[src/hdl/kls_pkg.sv]
// Package for the keymap layer stack: widths, command codes, request and
// response structs, the cell command struct and the controller state type.
// No dependencies; every other file of the block imports it.
`default_nettype none

package kls_pkg;

	localparam int MAX_INDEX  = 7;
	localparam int NUM_LAYERS = 16;
	localparam int NUM_CELLS  = MAX_INDEX + 1;
	localparam int LAYER_W    = 4;
	localparam int DEPTH_W    = 3;
	localparam int ACTION_W   = 3;

	typedef logic [LAYER_W-1:0]  layer_t;
	typedef logic [DEPTH_W-1:0]  depth_t;
	typedef logic [ACTION_W-1:0] act_code_t;

	localparam act_code_t ACT_PUSH   = 3'd0;
	localparam act_code_t ACT_POP    = 3'd1;
	localparam act_code_t ACT_TOGGLE = 3'd2;
	localparam act_code_t ACT_SWITCH = 3'd3;
	localparam act_code_t ACT_CLEAR  = 3'd4;

	typedef struct packed {
		act_code_t action;
		layer_t    layer_id;
	} kls_req_t;

	typedef struct packed {
		layer_t top_layer;
		depth_t depth;
		logic   ignored;
		logic   removed;
	} kls_rsp_t;

	typedef enum logic [1:0] {
		CELL_HOLD,
		CELL_LOAD,
		CELL_REMOVE
	} cell_op_t;

	// Broadcast to every cell: what to do, the layer to store or search for,
	// the entry to load, and the current top index.
	typedef struct packed {
		cell_op_t op;
		layer_t   layer;
		depth_t   sel;
		depth_t   top;
	} cell_cmd_t;

	typedef enum logic [1:0] {
		ST_IDLE,
		ST_EXEC,
		ST_REPORT
	} state_t;

	function automatic layer_t clamp_layer(input layer_t id);
		layer_t res;
		res = id;
		if (int'(id) >= NUM_LAYERS) begin
			res = LAYER_W'(NUM_LAYERS - 1);
		end
		return res;
	endfunction

endpackage

`default_nettype wire

[src/hdl/kls_ctrl.sv]
// Sequencer of the layer stack: takes a request, decodes it into a cell
// command, keeps the top index and holds the response register.
// Depends on kls_pkg.
`default_nettype none

module kls_ctrl (
	input  wire logic                                   clk,
	input  wire logic                                   arst_n,
	input  wire logic                                   req_valid,
	output logic                                        req_stall,
	input  wire kls_pkg::kls_req_t                      req,
	output logic                                        rsp_valid,
	input  wire logic                                   rsp_stall,
	output kls_pkg::kls_rsp_t                           rsp,
	input  wire kls_pkg::layer_t [kls_pkg::NUM_CELLS-1:0] entries,
	input  wire logic                                   any_hit,
	output kls_pkg::cell_cmd_t                          cmd
);
	import kls_pkg::*;

	state_t   state_q, state_d;
	kls_req_t req_q;
	depth_t   top_q, top_d;
	logic     ignored_q, ignored_d;
	logic     removed_q, removed_d;
	kls_rsp_t rsp_q;
	logic     rsp_valid_q;
	logic     full;
	logic     rsp_free;
	layer_t   lay;

	assign full     = top_q == depth_t'(MAX_INDEX);
	assign lay      = clamp_layer(req_q.layer_id);
	assign rsp_free = !rsp_valid_q || !rsp_stall;

	always_comb begin
		state_d = state_q;
		unique case (state_q)
			ST_IDLE: begin
				if (req_valid) begin
					state_d = ST_EXEC;
				end
			end
			ST_EXEC: begin
				state_d = ST_REPORT;
			end
			ST_REPORT: begin
				if (rsp_free) begin
					state_d = ST_IDLE;
				end
			end
			default: begin
				state_d = ST_IDLE;
			end
		endcase
	end

	always_comb begin
		req_stall = state_q != ST_IDLE;
		cmd.op    = CELL_HOLD;
		cmd.layer = lay;
		cmd.sel   = top_q;
		cmd.top   = top_q;
		top_d     = top_q;
		ignored_d = 1'b0;
		removed_d = 1'b0;
		if (state_q == ST_EXEC) begin
			unique case (req_q.action)
				ACT_PUSH: begin
					if (!full) begin
						cmd.op  = CELL_LOAD;
						cmd.sel = top_q + 1'b1;
						top_d   = top_q + 1'b1;
					end else begin
						ignored_d = 1'b1;
					end
				end
				ACT_POP: begin
					if (top_q != '0) begin
						top_d = top_q - 1'b1;
					end else begin
						ignored_d = 1'b1;
					end
				end
				ACT_TOGGLE: begin
					if (any_hit) begin
						cmd.op    = CELL_REMOVE;
						top_d     = top_q - 1'b1;
						removed_d = 1'b1;
					end else if (!full) begin
						cmd.op  = CELL_LOAD;
						cmd.sel = top_q + 1'b1;
						top_d   = top_q + 1'b1;
					end else begin
						ignored_d = 1'b1;
					end
				end
				ACT_SWITCH: begin
					cmd.op = CELL_LOAD;
				end
				ACT_CLEAR: begin
					cmd.op    = CELL_LOAD;
					cmd.sel   = '0;
					cmd.layer = '0;
					top_d     = '0;
				end
				default: begin
				end
			endcase
		end
	end

	always_ff @(posedge clk or negedge arst_n) begin
		if (!arst_n) begin
			state_q     <= ST_IDLE;
			top_q       <= '0;
			rsp_valid_q <= 1'b0;
		end else begin
			state_q <= state_d;
			if (state_q == ST_EXEC) begin
				top_q <= top_d;
			end
			if (state_q == ST_REPORT && rsp_free) begin
				rsp_valid_q <= 1'b1;
			end else if (!rsp_stall) begin
				rsp_valid_q <= 1'b0;
			end
		end
	end

	always_ff @(posedge clk) begin
		if (state_q == ST_IDLE && req_valid) begin
			req_q <= req;
		end
		if (state_q == ST_EXEC) begin
			ignored_q <= ignored_d;
			removed_q <= removed_d;
		end
		if (state_q == ST_REPORT && rsp_free) begin
			rsp_q.top_layer <= entries[top_q];
			rsp_q.depth     <= top_q;
			rsp_q.ignored   <= ignored_q;
			rsp_q.removed   <= removed_q;
		end
	end

	assign rsp_valid = rsp_valid_q;
	assign rsp       = rsp_q;

	a_accept_starts_exec: assert property (@(posedge clk) disable iff (!arst_n)
		req_valid && !req_stall |=> state_q == ST_EXEC)
		else $error("accepted request did not start execution");

	a_exec_then_report: assert property (@(posedge clk) disable iff (!arst_n)
		state_q == ST_EXEC |=> state_q == ST_REPORT)
		else $error("execution step not followed by report");

	a_remove_shrinks: assert property (@(posedge clk) disable iff (!arst_n)
		state_q == ST_EXEC && cmd.op == CELL_REMOVE |=> top_q == $past(top_q) - 1'b1)
		else $error("toggle removal did not shrink the stack");

	a_flags_exclusive: assert property (@(posedge clk) disable iff (!arst_n)
		state_q == ST_REPORT |-> !(ignored_q && removed_q))
		else $error("request both ignored and removed");

endmodule

`default_nettype wire

[config.mk]
export PLATFORM = sky130hd
export DESIGN_NAME = kls_ctrl
export DESIGN_NICKNAME = d
export VERILOG_FILES = /design/src/hdl/kls_pkg.sv /design/src/hdl/kls_ctrl.sv
export SDC_FILE = /design/constraint.sdc
export NUM_CORES = 1
export LEC_CHECK = 0
export BUFFER_PORTS_ARGS = -buffer_cell sky130_fd_sc_hd__buf_2
export CORE_ASPECT_RATIO = 0.9
export CORE_MARGIN = 2
export CORE_UTILIZATION = 47
export CTS_CLUSTER_DIAMETER = 40
export DETAILED_ROUTE_END_ITERATION = 8
export HOLD_SLACK_MARGIN = 0.03
export PLACE_DENSITY = 0.83
export RECOVER_POWER = 50
export SYNTH_ARGS = -nofsm -noshare
export SYNTH_HDL_FRONTEND = slang
export SYNTH_SLANG_ARGS = --single-unit
[constraint.sdc]
create_clock -name clk -period 2.2 [get_ports clk]
set_input_delay 0.44 -clock clk [delete_from_list [all_inputs] [get_ports clk]]
set_output_delay 0.44 -clock clk [all_outputs]
set_load 0.01 [all_outputs]
* Word level (Yosys, flattened, before mapping) *
Cells that the tools add are included.

operators by class
  eq/ne operators = 11
  reductions and logical operators = 13
  add/subtract/negate cells = 2
  $lt $le $gt $ge = 1
  mux-type cells = 23

operators with widths
  kind                                                 count
  binary-select mux 4 bit (select 3 bit)               1
  2-to-1 mux 3 bit                                     4
  one-hot mux 2 bit (3 select lines)                   2
  one-hot mux 3 bit (4 select lines)                   1
  2-to-1 mux 9 bit                                     1
  one-hot mux 3 bit (3 select lines)                   1
  2-to-1 mux 4 bit                                     2
  2-to-1 mux 1 bit                                     7
  == test 3 x 2 -> 1 bit (second input constant)       2
  == test 3 bit (second input constant)                2
  2-to-1 mux 2 bit                                     3
  inequality test 2 bit (second input constant)        3
  < comparator 3 x 4 -> 1 bit (second input constant)  1
  nonzero test 4 bit                                   1
  adder 3 x 1 -> 3 bit (second input constant)         1
  == test 3 x 1 -> 1 bit (second input constant)       1
  zero test 3 bit                                      1
  one-hot mux 1 bit (3 select lines)                   1
  AND reduction 3 bit                                  1
  nonzero test 3 bit                                   1
  subtractor 3 x 1 -> 3 bit (second input constant)    1
  == test 2 x 1 -> 1 bit (second input constant)       1
  == test 2 bit (second input constant)                1
  logical AND 1 bit                                    2
  other kinds (7)                                      8

storage, ports and cells
  register bits = 24
  input port bits = 44
  output and inout port bits = 23

* Depth between registers and ports, before layout *
  word-level depth = 5
  gate-level depth with buffers = 7
  gate-level depth less buffers = 6

* Worst setup path after synthesis *
No wires, ideal clock.

  path type = reg-to-output
  from = reg top_q[0]
  to = out cmd[10] (netlist name)
  required time = 1.760 ns
  arrival time = 1.643 ns
  cell stages (with the launch flop) = 7
  setup slack = 0.117 ns
  cells stage by stage = dfrtp_1 ha_1 nand2_1 clkbuf_1 nor2_1 or3_1 a21oi_1

RTL lines
  what                      line             text
  start: declaration        kls_ctrl.sv:23   depth_t top_q, top_d;
  start signal: assignment  kls_ctrl.sv:121  top_q <= top_d;
  end: declaration          kls_ctrl.sv:17   output kls_pkg::cell_cmd_t cmd

==> results.toml <==
[setup_path]
start_kind = "register"
timing.rr.start = "top_q[0]$_DFFE_PN0P_"
timing.reg2reg.setup_slack_ps = 400
regToRegEndpoint = "rsp[8]$_DFFE_PP_"
worst-endpoint-required_ps = 1760
timing_worst_setup_path_type = "register to output pin"
crit_fanout = 4
crit_path_end_kind = "output pin"
worstPathArrival_ps = 1720
ff2ff_path_depth = 3

[power_and_ir_drop]
comb_power_share_pct = 54.7
netSwitchingFraction_pct = 36.5
p_seq_share_pct = 31.3
power.leakage_nw = 1.00
clock_power_share_pct = 13.9
power-per-cell-area_nw_per_um2 = 1070
ir_worst_vdd_mv = 0.544
net-switching-power_w = 0.000846
power.internal_w = 0.00147

[job]
timing.max_cap.violations = 0

[clock_network]
root_buffer = "clkbuf_4"
clk_sink_count = 24
cts_buffers = 3
worstSkewPairLatency_ps = 320
htree_levels = 1
cts.path.max_buffers = 2
clkSlewWorstSetupHoldPaths_ps = 130
tritoncts = "built"

[yosys]
synth-seq-cells = 24
synthesis.area_per_instance_um2 = 11.8
synth_top_family_by_area = "multiplexers"
ys_dominant_reg_cell = "edfxtp_1"
number_of_flops_mapped_to_enable_cells_by_yosys = 18
synth_xor_area_share_pct = 1.13
mappedNetlistNets = 179
post_synth_fa_ha_maj_area_fraction_pct = 3.24
post_synth_instance_area_um2 = 1550
synthDistinctLibCells = 41
compound_gate_portion_of_the_synthesized_area_pct = 14.2
ys_seq_area_share_pct = 44.7
netlist.area_leader.share_pct = 35.0
synthCells = 131
fraction_of_synthesized_area_in_multiplexers_pct = 17.2
yosysTopAreaCell = "edfxtp_1"
post_synth_and_or_nand_nor_area_fraction_pct = 14.3
yosysWarnings = 0
postSynth.asyncResetShare_pct = 25.0
biggest_area_contributors_in_the_synthesized_netlist = "edfxtp_1 35%, mux4_1 14%, dfrtp_1 9.7%"

[timing]
max_freq_mhz = 462
relative_slew_slack_pct = 65.1
final_min_period_over_clock_period_pct = 98.3
setup_viol_count_final = 0
timing.clock.skew_ps = 1.50
hold_viol_final = 0
min_period_ps = 2160
max_slew.worst_pin.slew_ps = 522
final_max_slew_viol_count = 0
rsz0062_at_grt = "true"

[routing]
wl_per_cell_um = 15.8
first_pass_iters = 4
avgViaCountPerCell = 5.60
remaining_drc_errors = 0
routed_wirelength_um = 4030
drt_iter0_markers = 159
detailroute.via_count = 1427
drt.antenna.violating_nets = 0

[global_routing]
grt_max_degree = 18
overflow = 0
antenna_found_initial = 0
vias_in_the_first_global_route = 1365
grt_pass1_wl_um = 6340
overall_track_demand_over_capacity_in_global_routing_pct = 22.6

[die]
die_height_um = 58.4
floorplan.core_area_um2 = 3090
floorplan.initialDensity_pct = 50.0
floorplan.rows = 19
die_width_um = 64.4
design.die.area_um2 = 3760
io_pins = 67

[min_path]
timing.hold.worst.start = "req[4]"
worstHoldPathCells = 1
timing.hold.worst_endpoint = "req_q[4]$_DFFE_PP_"
hold_path.class = "primary input to register"

[placement]
gp_routability_congestion = 1.02
detailedPlacementHpwl_um = 2930
placement.io_buffers = 66
dpl_cell_area_um2 = 1940
place_inst = 239

[final_layout]
n_antenna_cell = 0
stdcell_count = 255
final_core_util_pct = 70.3
post-route-cell-area_um2 = 2170
synth_to_layout_area_growth_pct = 40.6
n_fill_cell = 228
layout.nets = 262
drive_gt1_share_pct = 50.2

[status]
status = "finished, final reports clean"
## synth_stat cells, drive strengths merged, types with 3 or more instances
master / number
o21ai: 5
mux2: 4
inv: 6
mux4: 8
nand2b: 4
a31oi: 4
nor2: 11
nor3: 5
buf: 8
o31ai: 4
nor2b: 3
dfrtp: 6
edfxtp: 18
nand2: 4
ha: 4
and2: 5
a21oi: 8
## sequential cells by signal, indices dropped and copies added (netlist names)
register,flops
state_q,2
ignored_q,1
removed_q,1
rsp_valid,1
req_q,3
rsp,9
top_q,3
lay,4
## final cells by class
class | count | area, um^2 | area share, %
clock buffers | 3 | 22.5 | 1.04
multi-input cells | 91 | 837 | 38.5
repair buffers | 88 | 513 | 23.6
clock inverters | 1 | 30.0 | 1.38
flip-flops and latches | 24 | 693 | 31.9
inverters | 6 | 25.0 | 1.15
well taps | 42 | 52.6 | 2.42
## critical path, cell delays in order (launching register included)
cell and delay [ps]:
edfxtp_1 440, o21a_1 240, nor3_4 170, buf_4 170
a31oi_1 70, o22ai_1 140, buf_2 170
## worst max-delay path by stage
| stage | endpoint | startpoint | cells past startpoint |
|---|---|---|---|
| CTS | cmd[4] | top_q[1]$_DFFE_PN0P_ | 6 |
| detailed placement | cmd[4] | any_hit | 6 |
| global placement | cmd[4] | any_hit | 6 |
| global route | cmd[3] | req_q[6]$_DFFE_PP_ | 6 |
| finish | cmd[3] | req_q[6]$_DFFE_PP_ | 6 |
| floorplan | cmd[10] | top_q[0]$_DFFE_PN0P_ | 6 |
## cells by family (layout without fill, tap and decap cells)
logic type	count (synthesis)	after routing
flip-flops	24	24
AND/OR/NAND/NOR	40	40
multiplexers	13	13
XOR/XNOR	2	2
buffers and inverters	16	98
adder cells (fa/ha/maj)	4	4
AO/OA/AOI/OAI	32	32
## metal layers
layer / GRT usage [%] / wire length, um
met4: 11.2 / 138
met2: 39.4 / 2070
met1: 26.5 / 1560
met5: 0 / 0
met3: 5.16 / 255
## repair_timing
action	4_1_cts	5_1_grt
endpoints found under the setup margin	7	8
hold buffers	1	0
hold endpoints to repair	6	0
gates resized for setup	12	5
buffers inserted	4	7
pin swaps	4	6
## placed cells by master (no fill, tap or decap), types with 2 or more instances in the layout
| cell type | instances |
|---|---|
| clkbuf_4 | 4 |
| o21ai_0 | 5 |
| nand2b_1 | 3 |
| mux4_1 | 8 |
| dfrtp_2 | 2 |
| inv_1 | 5 |
| ha_1 | 2 |
| edfxtp_1 | 18 |
| clkbuf_1 | 2 |
| buf_4 | 16 |
| nor3_1 | 4 |
| buf_2 | 65 |
| a31oi_1 | 3 |
| xor2_1 | 2 |
| or3_1 | 2 |
| and2_1 | 5 |
| nor2_1 | 11 |
| a21oi_1 | 7 |
| nor2b_1 | 3 |
| nand2_1 | 3 |
| buf_6 | 2 |
| o31ai_1 | 3 |
| dfrtp_1 | 4 |
| mux2_2 | 4 |
| ha_4 | 2 |
## through the flow
stage	setup WS, ps	hold slack [ps]	total power (W)	setup TNS, ps
6_report	37.2	278	0.00232	0
4_1_cts	-22.7	266	0.00222	-22.7
3_3_place_gp	227	265	0.00173	0
3_5_place_dp	149	272	0.00177	0
5_1_grt	-50.7	254	0.00245	-105
2_1_floorplan	117	144	0.00143	0
## power by group through the flow
| stage | Clock [W] | Sequential [W] | Combinational (W) |
|---|---|---|---|
| finish | 0.000323 | 0.000726 | 0.00127 |
| global route | 0.000342 | 0.000739 | 0.00137 |
| CTS | 0.000330 | 0.000721 | 0.00117 |
| detailed placement | 0 | 0.000722 | 0.00105 |
| global placement | 0 | 0.000716 | 0.00101 |
| floorplan | 0 | 0.000744 | 0.000685 |
Power figures use the tool's default switching activity.
