===== src/hdl/kls_pkg.sv =====
// Package for the keymap layer stack: widths, command codes, request and
// response structs, the cell command struct and the controller state type.
// No dependencies; every other file of the block imports it.
`default_nettype none

package kls_pkg;

	localparam int MAX_INDEX  = 7;
	localparam int NUM_LAYERS = 16;
	localparam int NUM_CELLS  = MAX_INDEX + 1;
	localparam int LAYER_W    = 4;
	localparam int DEPTH_W    = 3;
	localparam int ACTION_W   = 3;

	typedef logic [LAYER_W-1:0]  layer_t;
	typedef logic [DEPTH_W-1:0]  depth_t;
	typedef logic [ACTION_W-1:0] act_code_t;

	localparam act_code_t ACT_PUSH   = 3'd0;
	localparam act_code_t ACT_POP    = 3'd1;
	localparam act_code_t ACT_TOGGLE = 3'd2;
	localparam act_code_t ACT_SWITCH = 3'd3;
	localparam act_code_t ACT_CLEAR  = 3'd4;

	typedef struct packed {
		act_code_t action;
		layer_t    layer_id;
	} kls_req_t;

	typedef struct packed {
		layer_t top_layer;
		depth_t depth;
		logic   ignored;
		logic   removed;
	} kls_rsp_t;

	typedef enum logic [1:0] {
		CELL_HOLD,
		CELL_LOAD,
		CELL_REMOVE
	} cell_op_t;

	// Broadcast to every cell: what to do, the layer to store or search for,
	// the entry to load, and the current top index.
	typedef struct packed {
		cell_op_t op;
		layer_t   layer;
		depth_t   sel;
		depth_t   top;
	} cell_cmd_t;

	typedef enum logic [1:0] {
		ST_IDLE,
		ST_EXEC,
		ST_REPORT
	} state_t;

	function automatic layer_t clamp_layer(input layer_t id);
		layer_t res;
		res = id;
		if (int'(id) >= NUM_LAYERS) begin
			res = LAYER_W'(NUM_LAYERS - 1);
		end
		return res;
	endfunction

endpackage

`default_nettype wire


===== src/hdl/kls_cell.sv =====
// One entry of the layer stack. Takes part in the top-down toggle search and
// shifts in its upper neighbor's entry when a removal closes the gap.
// Depends on kls_pkg.
`default_nettype none

module kls_cell #(
	parameter int IDX = 0
) (
	input  wire logic              clk,
	input  wire logic              arst_n,
	input  wire kls_pkg::cell_cmd_t cmd,
	input  wire kls_pkg::layer_t   upper,
	input  wire logic              found_in,
	input  wire logic              hit_in,
	output kls_pkg::layer_t        entry,
	output logic                   found_out,
	output logic                   hit_out
);
	import kls_pkg::*;

	layer_t entry_q;
	logic   in_range;
	logic   below_top;
	logic   match;
	logic   first;

	// The base entry never takes part in the toggle search.
	assign in_range  = (IDX != 0) && (depth_t'(IDX) <= cmd.top);
	assign below_top = depth_t'(IDX) < cmd.top;
	assign match     = in_range && (entry_q == cmd.layer);

	// found runs downward from the top; hit runs upward from the first match,
	// so hit_out marks every cell at or above the entry being removed.
	assign first     = match && !found_in;
	assign found_out = found_in || match;
	assign hit_out   = hit_in || first;
	assign entry     = entry_q;

	always_ff @(posedge clk or negedge arst_n) begin
		if (!arst_n) begin
			entry_q <= '0;
		end else begin
			unique case (cmd.op)
				CELL_LOAD: begin
					if (cmd.sel == depth_t'(IDX)) begin
						entry_q <= cmd.layer;
					end
				end
				CELL_REMOVE: begin
					if (hit_out && below_top) begin
						entry_q <= upper;
					end
				end
				default: begin
				end
			endcase
		end
	end

endmodule

`default_nettype wire


===== config.mk =====
export PLATFORM = sky130hd
export DESIGN_NAME = kls_cell
export DESIGN_NICKNAME = d
export VERILOG_FILES = /design/src/hdl/kls_pkg.sv /design/src/hdl/kls_cell.sv
export SDC_FILE = /design/constraint.sdc
export NUM_CORES = 1
export LEC_CHECK = 0
export BUFFER_PORTS_ARGS = -buffer_cell sky130_fd_sc_hd__buf_2
export CORE_AREA = 3 3 40 42
export CTS_CLUSTER_DIAMETER = 50
export DETAILED_ROUTE_END_ITERATION = 10
export DIE_AREA = 0 0 43 45
export GPL_TIMING_DRIVEN = 0
export PLACE_DENSITY = 0.52
export SLEW_MARGIN = 20
export SYNTH_ARGS = -nofsm -noshare
export SYNTH_HDL_FRONTEND = slang
export SYNTH_SLANG_ARGS = --single-unit
export TNS_END_PERCENT = 30

===== constraint.sdc =====
create_clock -name clk -period 1.1 [get_ports clk]
set_clock_uncertainty 0.05 [all_clocks]
set_input_delay 0.11 -clock clk [delete_from_list [all_inputs] [get_ports clk]]
set_output_delay 0.11 -clock clk [all_outputs]
set_load 0.02 [all_outputs]

# == Yosys cells after proc, flatten, opt, wreduce, memory -nomap -nowiden ==
# Cells that the tools add are included.
# op_classes
mux,3
reduce_logical,4
order_cmp,1
n_eq_ne,4
# ops
operator,n
two-way mux 4 bit,2
case mux 4 bit (2 select lines),1
inequality test 2 bit (second input constant),2
logical NOT 3 bit,1
less-than comparator 1 x 3 -> 1 bit (first input constant),1
AND reduction 3 bit,1
equality test 2 x 1 -> 1 bit (second input constant),1
equality test 2 bit (second input constant),1
nonzero test 2 bit,1
logical AND 1 bit,1
# word_totals
wordCells,13
input_bits,20
out_inout_bits,6
register_bits,4

# == Depth between registers and ports, before layout ==
# Gate-level depths: netlist of run 1.
# depth
depth_word,4
depth_mapped,4
ltp_nobuf,4

# == Worst setup path after synthesis of run 1 ==
# No wires, ideal clock.
# synth_path
kind,input to register
startpoint,input cmd[4] (netlist bit)
endpoint,"register entry_q[0], in the netlist entry[0]"
n_path_buf,0
path_stages,3
setup_slack_ns,-0.254
setup_time_ns,0.128
required_ns,0.922
arrival_time_ns,1.177
path_cell_list,or3_4 > a221oi_4 > mux2_1
# synth_between
elab_chain_len,3
# synth_lines
item,line_no,source
"start, declared",kls_cell.sv:11,"input wire kls_pkg::cell_cmd_t cmd,"
logical NOT 3 bit,kls_cell.sv:45,if (cmd.sel == depth_t'(IDX)) begin
inequality test 2 bit (no line),--,
AND reduction 3 bit (no line),--,
"end signal, assigned",kls_cell.sv:46,entry_q <= cmd.layer;
"end signal, assigned",kls_cell.sv:51,entry_q <= upper;
"end, declared",kls_cell.sv:21,layer_t entry_q;
# Every way passes these cells.
# A chain may end at the register's enable or synchronous reset.

# == Worst setup path after layout of run 1 ==
# layout_path
startpoint,input cmd[4] (netlist bit)
endpoint,"register entry_q[2], in the netlist entry[2]"
# Same word-level chain as after synthesis.

==> results of run 1 <==
==> cells in the mapped netlist, drive strengths merged <==
master  n  area (um2)
a221oi  1        26.3
or3     1        11.3
o31ai   1        7.51
ha      2        25.0
inv     2        7.51
dfrtp   4         100
buf     2        15.0
mux2    8        90.1
==> critical path, delay by kind of cell <==
family / cells / cell delay (ps)
simple gates: 1 / 390
compound gates: 1 / 360
mux: 1 / 360
buf+inv: 1 / 90
==> routing by layer <==
layer	wire [um]	vias up	part of all wire, %
met5	0	-	0
met4	0	0	0
met3	147	0	23
met2	195	23	30
met1	308	104	47
li1	-	133	-
==> power groups by stage <==
stage / clock (mW) / combinational (mW) / sequential (mW)
6_report: 0.181 / 0.205 / 0.198
3_5_place_dp: 0 / 0.204 / 0.200
2_1_floorplan: 0 / 0.0783 / 0.242
3_3_place_gp: 0 / 0.205 / 0.200
4_1_cts: 0.193 / 0.209 / 0.198
5_1_grt: 0.205 / 0.223 / 0.203
==> repair_timing <==
action | in CTS | in global routing
pin swaps | 0 | 0
endpoints found under the hold margin | 4 | 0
hold buffers | 1 | 0
setup endpoints to repair | 4 | 4
==> per-stage QoR <==
stage | total power, mW | instances | setup slack, ps | setup TNS [ps] | hold slack [ps]
floorplan | 0.321 | 21 | -238 | -952 | -236
global placement | 0.405 | 60 | -397 | -1560 | -131
detailed placement | 0.404 | 60 | -404 | -1600 | -130
CTS | 0.600 | 64 | -162 | -637 | 152
global route | 0.631 | 64 | -191 | -747 | 160
finish | 0.584 | 64 | -149 | -585 | 157
==> cells by family after synthesis <==
family | count (synthesis)
AO/OA/AOI/OAI | 2
adder cells (fa/ha/maj) | 2
buffers and inverters | 4
flip-flops | 4
multiplexers | 8
AND/OR/NAND/NOR | 1
==> cell type report <==
cell class,instances,area [um2]
Inverter,2,7.51
Sequential cell,4,100
Multi-Input combinational cell,13,160
Clock buffer,3,22.5
Tap cell,15,18.8
Fill cell,137,831
Buffer,2,15.0
Timing Repair Buffer,25,130
==> final timing paths <==
path	end	slack, ps
min	entry[3]	160
min in group clk	entry[0]	180
max	entry[2]	-150
min reg2reg	entry[1]	430
max in group asynchronous	entry[1]	720
max reg2reg	entry[0]	270
==> run_results.csv, run 1 <==
group,metric,value,unit
layout,final_util,35.3,%
setup_path,setup.worst_path.end_class,"flop",
setup_path,slowest_delay,390,ps
layout,nets,73,
yosys,syn_area,283,um2
yosys,ys_seq_area_share,35.4,%
global_routing,grt_pass1_wl,1.03,mm
yosys,yosys.area_share.simple,3.98,%
yosys,synth_top_family_by_area,"multiplexers",
timing,hold_viol,0,
setup_path,critical_path_arrival,1310,ps
global_routing,grt_pass1_vias,264,
setup_path,rr_worst_depth,1,
layout,final_cell_mix,"24 x buf_2, 4 x mux2_2, 4 x mux2_1, 4 x dfrtp_1, 3 x clkbuf_4",
yosys,synth_compound_area_share,11.9,%
die,core,1280,um2
global_routing,grt_use_total,7.35,%
timing,setup_violations,4,
pwr,clkPwrFrac,31.1,%
timing,worst_pin_slew,394,ps
pwr,p_comb_share,35.1,%
job,maxCapViolCount,0,
setup_path,cp-start-kind,"input pin",
layout,area_growth,60.6,%
yosys,yosys_warnings,0,
timing,final.setup.worst_slack,-149,ps
setup_path,cp_slowest_cell,"or3_4",
die,chipHeight,45,um
die,dieWidth,43,um
setup_path,required,1160,ps
pwr,ir_drop,0.704,mV
timing,drv_slew,0,
pwr,internal_power,0.404,mW
pwr,p_seq_share,33.9,%
clock_network,cts_buffer_depth,2,
placement,post_dp_cell_area,422,um2
yosys,syn_nets,43,
clock_network,cts_buffers,3,
global_routing,overflow,0,
drt,finalWirelength,651,um
layout,mostFrequentLayoutCell,"buf_2",
drt,vias,260,
setup_path,worstSetupPathType,"input pin to flop",
global_routing,antenna_found_initial,0,
placement,gp_congestion,0.646,
placement,numPortBuffers,24,
die,start_util,22.0,%
global_routing,grt-busiest-layer,"met2",
status,status,"finished, violations left",
setup_path,crit_fanout,4,
clock_network,cts-resized-gates,0,
worst_hold_path,worstHoldPathType,"input pin to asynchronous set/reset pin",
pwr,p_leak,0.236,nW
global_routing,grt_max_degree,6,
drt,wl_per_cell,10.2,um
clock_network,clock_latency,230,ps
clock_network,ctsRootBufferMaster,"clkbuf_4",
clock_network,cts-htree-levels,1,
global_routing,grtUsageMet3,5.98,%
clock_network,cts_num_sinks,4,
timing,max_freq,801,MHz
yosys,yosys.cell_types.count,9,
pwr,power_density,1290,nW/um2
timing,finalCriticalPeriod,1250,ps
status,violations,"negative setup slack",
die,io_pins,26,
global_routing,grtUsageMet1,8.74,%
pwr,swShare,30.7,%
die,die_area,1940,um2
yosys,avgSynthCellArea,13.5,um2
setup_path,crit_path_start,"cmd[4]",
layout,final_design_area_no_fill,454,um2
clock_network,postCtsSetupBuffers,0,
clock_network,cts_tree,"yes",
drt,ant_nets,0,
drt,drtIter0Drc,0,
setup_path,crit_chain,"buf_2 > or3_4 > a221oi_4 > mux2_1",
placement,dp_hpwl,569,um
drt,drc,0,
layout,largest_reg_flops,4,
die,rows,13,
timing,rsz0062_at_grt,"true",
clock_network,cts.clk_slew.worst_paths,40,ps
yosys,syn-instance-count,21,
yosys,ys_ff_latch,4,
drt,viasPerCell,4.06,
layout,diodes,0,
drt,drt_first_pass_iters,1,
layout,drive_above_1_share,71.4,%
setup_path,r2r-start,"entry[0]",
yosys,synth_xor_area_share,0,%
yosys,synthAdderAreaFrac,8.85,%
timing,finalCritPeriodShare,114,%
yosys,synth.area.mux_share,31.9,%
timing,relSlewSlack,73.5,%
global_routing,use_met2,9.28,%
pwr,p_switching,0.179,mW
Note: power is estimated with default switching activity, not from simulation.
==> inputs of run 2 (changes only) <==
Settings changed: CELL_PAD_IN_SITES_DETAIL_PLACEMENT set to 1, CELL_PAD_IN_SITES_GLOBAL_PLACEMENT set to 1, PLACE_DENSITY 0.52 to 0.68.
==> run_results.csv, run 2 (synthesis results as in run 1) <==
group,metric,value,unit
die,die_area,1940,um2
setup_path,worstSetupPathType,"input pin to flop",
setup_path,cp_slowest_cell,"or3_4",
global_routing,grt_use_total,9.20,%
placement,post_dp_cell_area,422,um2
layout,drive_above_1_share,71.4,%
pwr,internal_power,0.404,mW
pwr,power_density,1260,nW/um2
die,start_util,22.0,%
timing,drv_slew,0,
timing,finalCriticalPeriod,1260,ps
layout,area_growth,60.6,%
global_routing,antenna_found_initial,0,
global_routing,grt_pass1_wl,1.37,mm
layout,final_cell_mix,"24 x buf_2, 4 x mux2_2, 4 x mux2_1, 4 x dfrtp_1, 3 x clkbuf_4",
setup_path,crit_chain,"buf_2 > or3_4 > a221oi_4 > mux2_1",
placement,numPortBuffers,24,
global_routing,grt_pass1_vias,323,
setup_path,worst-path-buf-inv,1,
timing,setup_violations,4,
placement,gp_congestion,0.657,
global_routing,grt_max_degree,6,
clock_network,ctsRootBufferMaster,"clkbuf_4",
timing,final.setup.worst_slack,-161,ps
drt,finalWirelength,711,um
setup_path,setup.worst_path.end_class,"flop",
global_routing,overflow,0,
timing,worst_pin_slew,405,ps
die,chipHeight,45,um
placement,dp_hpwl,669,um
drt,vias,276,
clock_network,cts_buffers,3,
setup_path,r2r-start,"entry[1]",
setup_path,crit_fanout,4,
drt,drc,0,
pwr,p_comb_share,36.2,%
pwr,p_total,0.573,mW
setup_path,slowest_delay,390,ps
setup_path,critPathTopFamily,"simple AND/OR/NAND/NOR gates",
pwr,clkPwrFrac,29.7,%
die,io_pins,26,
layout,diodes,0,
setup_path,required,1150,ps
drt,drt_first_pass_iters,1,
die,core,1280,um2
clock_network,cts_buffer_depth,2,
pwr,p_leak,0.236,nW
layout,fillers,157,
pwr,swShare,29.5,%
status,status,"finished, violations left",
timing,finalCritPeriodShare,115,%
drt,wl_per_cell,11.1,um
timing,hold_viol,0,
setup_path,crit_path_start,"cmd[4]",
timing,max_freq,793,MHz
drt,viasPerCell,4.31,
layout,largest_reg_flops,4,
die,rows,13,
drt,ant_nets,0,
clock_network,cts.clk_slew.worst_paths,30,ps
clock_network,cts_tree,"yes",
pwr,ir_drop,0.675,mV
worst_hold_path,worstHoldPathType,"input pin to asynchronous set/reset pin",
job,maxCapViolCount,0,
status,violations,"negative setup slack",
clock_network,clock_latency,220,ps
timing,rsz0062_at_grt,"true",
layout,mostFrequentLayoutCell,"buf_2",
pwr,p_seq_share,34.2,%
layout,final_design_area_no_fill,454,um2
clock_network,cts-htree-levels,1,
clock_network,postCtsSetupBuffers,0,
setup_path,cp-start-kind,"input pin",
drt,drtIter0Drc,0,
layout,nets,73,
clock_network,cts_num_sinks,4,
die,dieWidth,43,um
pwr,p_switching,0.169,mW
setup_path,critical_path_arrival,1310,ps
timing,relSlewSlack,72.8,%
==> run 2: cell counts in the layout (fill, tap and decap cells not counted) <==
Identical to the previous run, type by type.
==> run 2: area by class of cell <==
cell class	instances	area, um2	area share, %
Sequential cell	4	100	22.0
Clock buffer	3	22.5	4.96
Buffer	2	15.0	3.31
Tap cell	15	18.8	4.13
Timing Repair Buffer	25	130	28.7
Inverter	2	7.51	1.65
Multi-Input combinational cell	13	160	35.3
==> run 2: metal layers <==
metal | track usage, % | share of wire [%] | vias to the layer above
li1 | - | - | 133
met4 | 5.42 | 0 | 0
met3 | 3.59 | 20 | 0
met2 | 15.9 | 48 | 20
met1 | 9.51 | 32 | 123
met5 | 0 | 0 | -
==> run 2: final timing paths <==
check / endpoint / slack, ps / depth (start not counted)
worst max-delay path: entry[2] / -160 / 4
worst min-delay path: entry[0] / 170 / 2
worst max register to register: entry[1] / 280 / 1
worst min register to register: entry[0] / 430 / 1
max in group asynchronous: entry[2] / 710 / 2
min in group clk: entry[0] / 180 / 3
==> run 2: metrics by stage <==
stage	instances	util (%)	hold slack [ps]	setup slack [ps]	TNS, ps
final	64	35.3	169	-161	-627
after global routing	64	35.3	168	-227	-897
after CTS	64	35.3	161	-173	-670
after detailed placement	60	32.8	-131	-413	-1630
after global placement	60	32.8	-133	-398	-1590
after floorplan	21	-	-236	-238	-952
==> run 2: power groups by stage <==
stage,clock network [mW],registers (mW),logic [mW]
3_5_place_dp,0,0.198,0.208
3_3_place_gp,0,0.198,0.206
4_1_cts,0.179,0.197,0.212
5_1_grt,0.188,0.202,0.230
6_report,0.170,0.196,0.207
2_1_floorplan,0,0.242,0.0783
==> run 2: timing repair <==
item / in CTS / in global routing
hold buffers: 1 / 0
setup endpoints to repair: 4 / 4
gates resized for setup: 0 / 0
endpoints found under the hold margin: 4 / 0
